--- src/hdl/icmp_echo_pkg.sv ---
// Shared constants, types and helper functions for the ICMP echo reply builder.
package icmp_echo_pkg;

  localparam int FRAME_BYTES = 64;
  localparam int CNT_W       = $clog2(FRAME_BYTES + 1);
  localparam int ADDR_W      = $clog2(FRAME_BYTES);
  localparam int LEN_W       = 17;

  localparam int MAC_W       = 48;
  localparam int IP_W        = 32;
  localparam int CFG_W       = 48;
  localparam int CFG_IDX_W   = 1;

  localparam int MIN_FRAME   = 38;
  localparam int ETH_HDR     = 14;

  localparam logic [7:0]  ECHO_REQUEST  = 8'h08;
  localparam logic [7:0]  ECHO_REPLY    = 8'h00;
  localparam logic [15:0] TYPE_WORD_REQ = 16'h0800;

  // frame byte positions
  localparam int POS_LEN_HI = 16;
  localparam int POS_LEN_LO = 17;
  localparam int POS_SRC_IP = 26;
  localparam int POS_DST_IP = 30;
  localparam int POS_TYPE   = 34;
  localparam int POS_CKS_HI = 36;
  localparam int POS_CKS_LO = 37;

  localparam logic [CFG_IDX_W-1:0] REG_OWN_MAC = 1'b0;
  localparam logic [CFG_IDX_W-1:0] REG_OWN_IP  = 1'b1;

  typedef enum logic [1:0] {
    OC_REPLY    = 2'd0,
    OC_NOT_ECHO = 2'd1,
    OC_NOT_OURS = 2'd2,
    OC_LEN_ERR  = 2'd3
  } outcome_t;

  typedef enum logic [2:0] {
    ST_RECV = 3'b001,
    ST_EVAL = 3'b010,
    ST_SEND = 3'b100
  } state_t;

  // Store entry that feeds reply byte i.
  function automatic logic [ADDR_W-1:0] src_index(input logic [CNT_W-1:0] i);
    logic [CNT_W-1:0] s;
    if (i < CNT_W'(6)) begin
      s = i + CNT_W'(6);
    end else if (i >= CNT_W'(POS_DST_IP) && i < CNT_W'(POS_TYPE)) begin
      s = i - CNT_W'(4);
    end else begin
      s = i;
    end
    return s[ADDR_W-1:0];
  endfunction

  // RFC 1624 update for the type word going from request to reply.
  function automatic logic [15:0] csum_update(input logic [15:0] hc);
    logic [16:0] sum;
    logic [15:0] fold;
    sum  = {1'b0, ~hc} + {1'b0, ~TYPE_WORD_REQ};
    fold = sum[15:0] + 16'(sum[16]);
    return ~fold;
  endfunction

endpackage

--- src/hdl/icmp_echo_reply_builder.sv ---
// Top level: buffers a received frame and answers ICMP echo requests.
//
// Frame bytes are taken at one word per cycle into a 64-entry frame store; header
// fields needed for the checks are captured as they pass. After the word marked
// as frame end the input stalls: the frame is evaluated, then either one
// status word or the reply is sent, one word per cycle while the output is not
// stalled (the store read of the next byte overlaps the hand-off of the current
// one). Bytes beyond 64 are dropped and mark the frame as a length error. Writes
// to the store occur only while receiving and reads only while evaluating or
// sending, so the two never touch the same entry in the same cycle.
module icmp_echo_reply_builder (
  input  logic                                 clk,
  input  logic                                 rst_n,
  input  logic                                 in_valid,
  output logic                                 in_stall,
  input  logic [7:0]                           in_frame_byte,
  input  logic                                 in_frame_end,
  output logic                                 out_valid,
  input  logic                                 out_stall,
  output logic [7:0]                           out_reply_byte,
  output logic                                 out_reply_end,
  output logic [1:0]                           out_outcome,
  input  logic                                 cfg_we,
  input  logic [icmp_echo_pkg::CFG_IDX_W-1:0]  cfg_index,
  input  logic [icmp_echo_pkg::CFG_W-1:0]      cfg_wdata
);
  import icmp_echo_pkg::*;

  state_t             state_r, state_nxt;
  logic [CNT_W-1:0]   count_r, count_nxt;
  logic               ovf_r, ovf_nxt;
  logic [CNT_W-1:0]   idx_r, idx_nxt;
  logic [CNT_W-1:0]   len_r, len_nxt;
  logic [15:0]        csum_r, csum_nxt;
  logic [MAC_W-1:0]   own_mac_r;
  logic [IP_W-1:0]    own_ip_r;

  // captured header bytes
  logic [7:0]         len_hi_r, len_lo_r, type_r, cks_hi_r, cks_lo_r;
  logic [IP_W-1:0]    dst_ip_r;

  logic               out_valid_r, out_valid_nxt;
  logic [7:0]         out_byte_r, out_byte_nxt;
  logic               out_end_r, out_end_nxt;
  outcome_t           out_outcome_r, out_outcome_nxt;

  logic               in_acc, can_load, store_wr;
  logic               ram_re;
  logic [ADDR_W-1:0]  ram_raddr;
  logic [7:0]         ram_rdata;
  logic [LEN_W-1:0]   reply_len;
  outcome_t           verdict;
  logic [7:0]         send_byte;
  logic               send_last;

  assign in_stall = (state_r != ST_RECV);
  assign in_acc   = in_valid && !in_stall;
  assign can_load = !out_valid_r || !out_stall;
  assign store_wr = in_acc && (count_r < CNT_W'(FRAME_BYTES));

  icmp_echo_ram #(
    .WIDTH (8),
    .DEPTH (FRAME_BYTES)
  ) u_store (
    .clk   (clk),
    .we    (store_wr),
    .waddr (count_r[ADDR_W-1:0]),
    .wdata (in_frame_byte),
    .re    (ram_re),
    .raddr (ram_raddr),
    .rdata (ram_rdata)
  );

  // Frame checks, in priority order.
  always_comb begin
    reply_len = LEN_W'(ETH_HDR) + {1'b0, len_hi_r, len_lo_r};
    if (ovf_r || count_r < CNT_W'(MIN_FRAME)) begin
      verdict = OC_LEN_ERR;
    end else if (type_r != ECHO_REQUEST) begin
      verdict = OC_NOT_ECHO;
    end else if (dst_ip_r != own_ip_r) begin
      verdict = OC_NOT_OURS;
    end else if (reply_len < LEN_W'(MIN_FRAME) || reply_len > LEN_W'(count_r)) begin
      verdict = OC_LEN_ERR;
    end else begin
      verdict = OC_REPLY;
    end
  end

  // Reply byte for the current index.
  always_comb begin
    unique case (idx_r)
      CNT_W'(6):  send_byte = own_mac_r[47:40];
      CNT_W'(7):  send_byte = own_mac_r[39:32];
      CNT_W'(8):  send_byte = own_mac_r[31:24];
      CNT_W'(9):  send_byte = own_mac_r[23:16];
      CNT_W'(10): send_byte = own_mac_r[15:8];
      CNT_W'(11): send_byte = own_mac_r[7:0];
      CNT_W'(POS_SRC_IP):     send_byte = own_ip_r[31:24];
      CNT_W'(POS_SRC_IP + 1): send_byte = own_ip_r[23:16];
      CNT_W'(POS_SRC_IP + 2): send_byte = own_ip_r[15:8];
      CNT_W'(POS_SRC_IP + 3): send_byte = own_ip_r[7:0];
      CNT_W'(POS_TYPE):       send_byte = ECHO_REPLY;
      CNT_W'(POS_CKS_HI):     send_byte = csum_r[15:8];
      CNT_W'(POS_CKS_LO):     send_byte = csum_r[7:0];
      default:                send_byte = ram_rdata;
    endcase
    send_last = (idx_r == len_r - CNT_W'(1));
  end

  always_comb begin
    state_nxt       = state_r;
    count_nxt       = count_r;
    ovf_nxt         = ovf_r;
    idx_nxt         = idx_r;
    len_nxt         = len_r;
    csum_nxt        = csum_r;
    out_valid_nxt   = out_valid_r && out_stall;
    out_byte_nxt    = out_byte_r;
    out_end_nxt     = out_end_r;
    out_outcome_nxt = out_outcome_r;
    ram_re          = 1'b0;
    ram_raddr       = src_index(idx_r);

    unique case (state_r)
      ST_RECV: begin
        if (in_acc) begin
          if (store_wr) begin
            count_nxt = count_r + CNT_W'(1);
          end else begin
            ovf_nxt = 1'b1;
          end
          if (in_frame_end) begin
            state_nxt = ST_EVAL;
          end
        end
      end
      ST_EVAL: begin
        if (verdict != OC_REPLY) begin
          // hold until the output register frees up
          if (can_load) begin
            out_valid_nxt   = 1'b1;
            out_byte_nxt    = 8'h00;
            out_end_nxt     = 1'b1;
            out_outcome_nxt = verdict;
            count_nxt       = '0;
            ovf_nxt         = 1'b0;
            state_nxt       = ST_RECV;
          end
        end else begin
          len_nxt   = reply_len[CNT_W-1:0];
          csum_nxt  = csum_update({cks_hi_r, cks_lo_r});
          idx_nxt   = '0;
          ram_re    = 1'b1;
          ram_raddr = src_index('0);
          state_nxt = ST_SEND;
        end
      end
      ST_SEND: begin
        if (can_load) begin
          out_valid_nxt   = 1'b1;
          out_byte_nxt    = send_byte;
          out_end_nxt     = send_last;
          out_outcome_nxt = OC_REPLY;
          if (send_last) begin
            count_nxt = '0;
            ovf_nxt   = 1'b0;
            state_nxt = ST_RECV;
          end else begin
            // advance and fetch the next byte in the same cycle
            idx_nxt   = idx_r + CNT_W'(1);
            ram_re    = 1'b1;
            ram_raddr = src_index(idx_r + CNT_W'(1));
          end
        end
      end
      default: begin
        state_nxt = ST_RECV;
      end
    endcase
  end

  always_ff @(posedge clk) begin
    if (!rst_n) begin
      state_r     <= ST_RECV;
      count_r     <= '0;
      ovf_r       <= 1'b0;
      out_valid_r <= 1'b0;
      own_mac_r   <= '0;
      own_ip_r    <= '0;
    end else begin
      state_r     <= state_nxt;
      count_r     <= count_nxt;
      ovf_r       <= ovf_nxt;
      out_valid_r <= out_valid_nxt;
      if (cfg_we) begin
        unique case (cfg_index)
          REG_OWN_MAC: own_mac_r <= cfg_wdata[MAC_W-1:0];
          REG_OWN_IP:  own_ip_r  <= cfg_wdata[IP_W-1:0];
          default:     own_ip_r  <= own_ip_r;
        endcase
      end
    end
  end

  always_ff @(posedge clk) begin
    idx_r         <= idx_nxt;
    len_r         <= len_nxt;
    csum_r        <= csum_nxt;
    out_byte_r    <= out_byte_nxt;
    out_end_r     <= out_end_nxt;
    out_outcome_r <= out_outcome_nxt;
    // capture header fields as they are stored
    if (store_wr) begin
      if (count_r == CNT_W'(POS_LEN_HI))     len_hi_r         <= in_frame_byte;
      if (count_r == CNT_W'(POS_LEN_LO))     len_lo_r         <= in_frame_byte;
      if (count_r == CNT_W'(POS_DST_IP))     dst_ip_r[31:24]  <= in_frame_byte;
      if (count_r == CNT_W'(POS_DST_IP + 1)) dst_ip_r[23:16]  <= in_frame_byte;
      if (count_r == CNT_W'(POS_DST_IP + 2)) dst_ip_r[15:8]   <= in_frame_byte;
      if (count_r == CNT_W'(POS_DST_IP + 3)) dst_ip_r[7:0]    <= in_frame_byte;
      if (count_r == CNT_W'(POS_TYPE))       type_r           <= in_frame_byte;
      if (count_r == CNT_W'(POS_CKS_HI))     cks_hi_r         <= in_frame_byte;
      if (count_r == CNT_W'(POS_CKS_LO))     cks_lo_r         <= in_frame_byte;
    end
  end

  assign out_valid      = out_valid_r;
  assign out_reply_byte = out_byte_r;
  assign out_reply_end  = out_end_r;
  assign out_outcome    = out_outcome_r;

  // A new result word only appears after the frame was evaluated.
  a_word_after_eval: assert property (@(posedge clk) disable iff (!rst_n)
    $rose(out_valid_r) |-> $past(state_r) != ST_RECV)
    else $error("result word appeared while receiving");

  // The send index stays within the reply.
  a_idx_in_reply: assert property (@(posedge clk) disable iff (!rst_n)
    state_r == ST_SEND |-> idx_r < len_r)
    else $error("send index beyond reply length");

  // Store reads only touch entries written in this frame.
  a_read_written: assert property (@(posedge clk) disable iff (!rst_n)
    ram_re |-> CNT_W'(ram_raddr) < count_r)
    else $error("read of a store entry not written in this frame");

  // A status word always closes its run.
  a_status_ends: assert property (@(posedge clk) disable iff (!rst_n)
    out_valid_r && out_outcome_r != OC_REPLY |-> out_end_r && out_byte_r == 8'h00)
    else $error("status word without end mark");

endmodule

--- src/hdl/icmp_echo_ram.sv ---
// Generic single-write, single-read RAM with registered read data.
module icmp_echo_ram #(
  parameter int WIDTH = 8,
  parameter int DEPTH = 64
) (
  input  logic                     clk,
  input  logic                     we,
  input  logic [$clog2(DEPTH)-1:0] waddr,
  input  logic [WIDTH-1:0]         wdata,
  input  logic                     re,
  input  logic [$clog2(DEPTH)-1:0] raddr,
  output logic [WIDTH-1:0]         rdata
);

  logic [WIDTH-1:0] mem [DEPTH];

  always_ff @(posedge clk) begin
    if (we) begin
      mem[waddr] <= wdata;
    end
    if (re) begin
      rdata <= mem[raddr];
    end
  end

endmodule
--- config.mk ---
export PLATFORM = sky130hd
export DESIGN_NAME = icmp_echo_reply_builder
export DESIGN_NICKNAME = d
export VERILOG_FILES = /design/src/hdl/icmp_echo_pkg.sv /design/src/hdl/icmp_echo_reply_builder.sv /design/src/hdl/icmp_echo_ram.sv
export SDC_FILE = /design/constraint.sdc
export NUM_CORES = 1
export LEC_CHECK = 0
export ABC_AREA = 1
export BUFFER_PORTS_ARGS = -buffer_cell sky130_fd_sc_hd__buf_2
export CORE_AREA = 2 2 311 313
export DETAILED_ROUTE_END_ITERATION = 16
export DIE_AREA = 0 0 313 315
export PLACE_DENSITY = 0.5
export SKIP_LAST_GASP = 1
export SLEW_MARGIN = 20
export SYNTH_ARGS = -nofsm -noshare
export SYNTH_HDL_FRONTEND = slang
export SYNTH_SLANG_ARGS = --single-unit
export TNS_END_PERCENT = 5
--- constraint.sdc ---
create_clock -name clk -period 6.5 [get_ports clk]
set_clock_uncertainty 0.15 [all_clocks]
set_input_delay 0.65 -clock clk [delete_from_list [all_inputs] [get_ports clk]]
set_output_delay 0.65 -clock clk [all_outputs]
set_load 0.02 [all_outputs]
==> flow_summary.ini <==
[yosys]
synth_flop_cell = edfxtp_1
synth_xor_area_frac = 0.0185
ys_ff_latch = 725
synth.area.top_cells = edfxtp_1 58%, nand3_1 8.7%, nand2_1 8.1%
synth_top_area_cell = edfxtp_1
synthSimpleGateAreaFrac = 0.237
async_reset_ff_frac = 0
yosys-top-cells-count = 717 x nand2_1, 633 x edfxtp_1, 573 x nand3_1
synth_compound_area_frac = 0.0385
synthCells = 3227
syn_area_mm2 = 0.0330
synth.avg_cell_area_um2 = 10.2
yosysMostFrequentCell = nand2_1
synth_edf_count = 633
synth.area.mux_share = 0
ys_warn_count = 0
synth-adder-area-share = 0.0121
synth_top_family_by_area = simple AND/OR/NAND/NOR gates
syn_nets = 3322
netlist.area_leader.share = 0.575
ys_types = 53
ys_seq_area_frac = 0.631

[cells_and_area]
syn2layout_area_growth_pct = 11.7
n_fill_cell = 9433
regArea_mm2 = 0.0209
multi_input_comb_area_mm2 = 0.0102
fin_util = 0.386
diodes = 0
drive_above_1_share = 0.0740
nets = 3344

[worst_setup_path]
cp_max_fo = 65
cp_slowest_stage_delay_ps = 780
path_buf_inv = 5
rr_startpoint = len_lo_r[1]$_DFFE_PP_
worstSetupPathType = register to register
end_kind = register
startpoint_type = register
required_ps = 6850
cp_cell_sequence = inv_1 > ha_1 > a21oi_2 > xnor2_1 > clkinv_1 > ha_1 > nand2_1 > inv_1 > nand2_1 > nand2_1 > nand2_1 > nand3_1 > nor2_4 > nand4_2 > nand3_1 > nand2_4 > inv_4 > buf_4 > nand2_1 > nand3_1 > nand3_1 > nand3_1 > nand3_1 > nand2_1
critPathLaunch = len_lo_r[1]$_DFFE_PP_
arrival_ps = 5550
crit_slowest_cell = buf_4
cp_top_family = simple AND/OR/NAND/NOR gates

[sta]
worst_slack_ps = 1300
finalCritPeriodShare = 0.800
hold_violations = 0
setup_viol = 0
clock.fmax_ghz = 0.192
fin_crit_ps = 5200
fin_setup_tns_ps = 0
rsz0062_at_grt = false
finalMaxSlewViolations = 0
slew-limit-headroom = 0.248
tightest_slew_ps = 1130

[pwr]
cellPowerDensity_mw_per_mm2 = 283
cellLeakagePower_nw = 13.9
total_power_mw = 10.5
max-vdd-ir-drop_mv = 0.201

[clock_network]
hold_buffers = 0
cts_tree = built
cts_setup_buffers = 0
cts_buffers = 80
cts_resized = 0
clk_pin_slew_worst_paths_ps = 60
clk_latency_ps = 640
clk_path_buf_depth = 3
cts.sinks = 725
root_buffer = clkbuf_16
cts-htree-levels = 3

[routing]
via_per_inst = 5.06
drc_errors = 0
drt_wl_total_mm = 97.1
via_count = 23221
first_pass_iters = 5
post_drt_wl_per_cell_um = 21.2
drtIter0Drc = 2322
postRouteAntennaNets = 0

[placed_design]
globalplace.congestion = 0.852
dp_slack_ps = 1310
dp_hpwl_mm = 57.5
port_buffers = 75

[floorplanning]
fp.dieW_um = 313
rows = 114
die_y_um = 315
start_util = 0.345
num_io_pins = 76
core_area_mm2 = 0.0957
dieArea_mm2 = 0.0986

[grt]
overflow = 0
antenna_found_initial = 2
grt_pass1_wl_mm = 146
grt_max_degree = 210
grt_pass1_vias = 22365
gr-usage-all-layers = 0.195

[worst_hold_path]
holdCritStartpoint = in_frame_byte[3]
hold_class = input pin to register

[flow_run]
cap_violations = 0

[status]
status = finished clean
[cells by family (layout without fill, tap and decap cells)]
kind of cell | Yosys count | count (layout)
AO/OA/AOI/OAI | 219 | 219
XOR/XNOR | 69 | 69
adder cells (fa/ha/maj) | 32 | 32
buffers and inverters | 453 | 536
flip-flops | 725 | 725
AND/OR/NAND/NOR | 1729 | 1729
[through the flow]
stage                     hold slack [ps]  std cells  area (µm²)
final                                46.8       4586       36900
after global routing                 28.5       4586       36900
after CTS                            14.8       4585       36900
after detailed placement              296       4442       34300
after global placement                288       4442       34300
after floorplan                       274       3227       33000
[worst paths after layout]
check                                                   end  slack, ps  cells after the start
worst max-delay path             u_store.rdata[5]$_DFFE_PP_       1300                     24
worst min-delay path            u_store.mem[6][3]$_DFFE_PP_         50                      1
worst max register to register   u_store.rdata[5]$_DFFE_PP_       1300                     24
worst min register to register   own_mac_r[10]$_SDFFE_PN0P_        310                      2
[report_power, final]
part / leakage, nW / switching [mW] / internal (mW)
sequential: 6.43 / 0.0373 / 5.12
combinational: 6.28 / 0.626 / 0.213
clock: 1.23 / 1.90 / 2.55
[routing by layer]
metal,up-vias,GRT usage,wire length [µm],share of wire
met5,-,0,11,0.00011
met3,140,0.0330,6250,0.064
met2,739,0.302,43300,0.45
li1,11111,-,-,-
met4,2,0.0589,2730,0.028
met1,11229,0.280,44800,0.46
[sequential cells by signal, indices dropped and copies added, names as in the netlist]
signal          flops
cks_hi_r            8
cks_lo_r            8
count_r             7
csum_r             16
dst_ip_r           32
idx_r               7
len_hi_r            8
len_lo_r            8
len_r               7
out_outcome         2
out_reply_byte      8
out_reply_end       1
out_valid           1
ovf_r               1
own_ip_r           32
own_mac_r          48
state_r             3
type_r              8
u_store.mem       512
u_store.rdata       8
[layout make-up]
cell class / count / area share
clock buffer: 107 / 0.0589
clock inverter: 36 / 0.00943
inverter: 291 / 0.0297
multi-input combinational: 2049 / 0.275
sequential: 725 / 0.565
tap: 1276 / 0.0433
timing repair buffer: 102 / 0.0184
[cells in the final DEF, fill, tap and decap left out, drive strengths merged, types with 2 or more instances in the layout]
cell	count
o2111ai	8
xnor2	34
nand2	725
or2	3
clkinv	31
a2111oi	4
edfxtp	633
nand3	573
o211ai	2
a21oi	62
ha	32
o22ai	6
nor3b	2
nor3	13
nor4	6
nor2	266
dfxtp	92
o21ai	107
nand3b	115
o31ai	3
a31oi	6
clkbuf	107
xor2	35
buf	102
a221oi	8
a41oi	4
bufinv	5
inv	290
a211oi	2
nand4	26
Power figures use the tool's default switching activity.
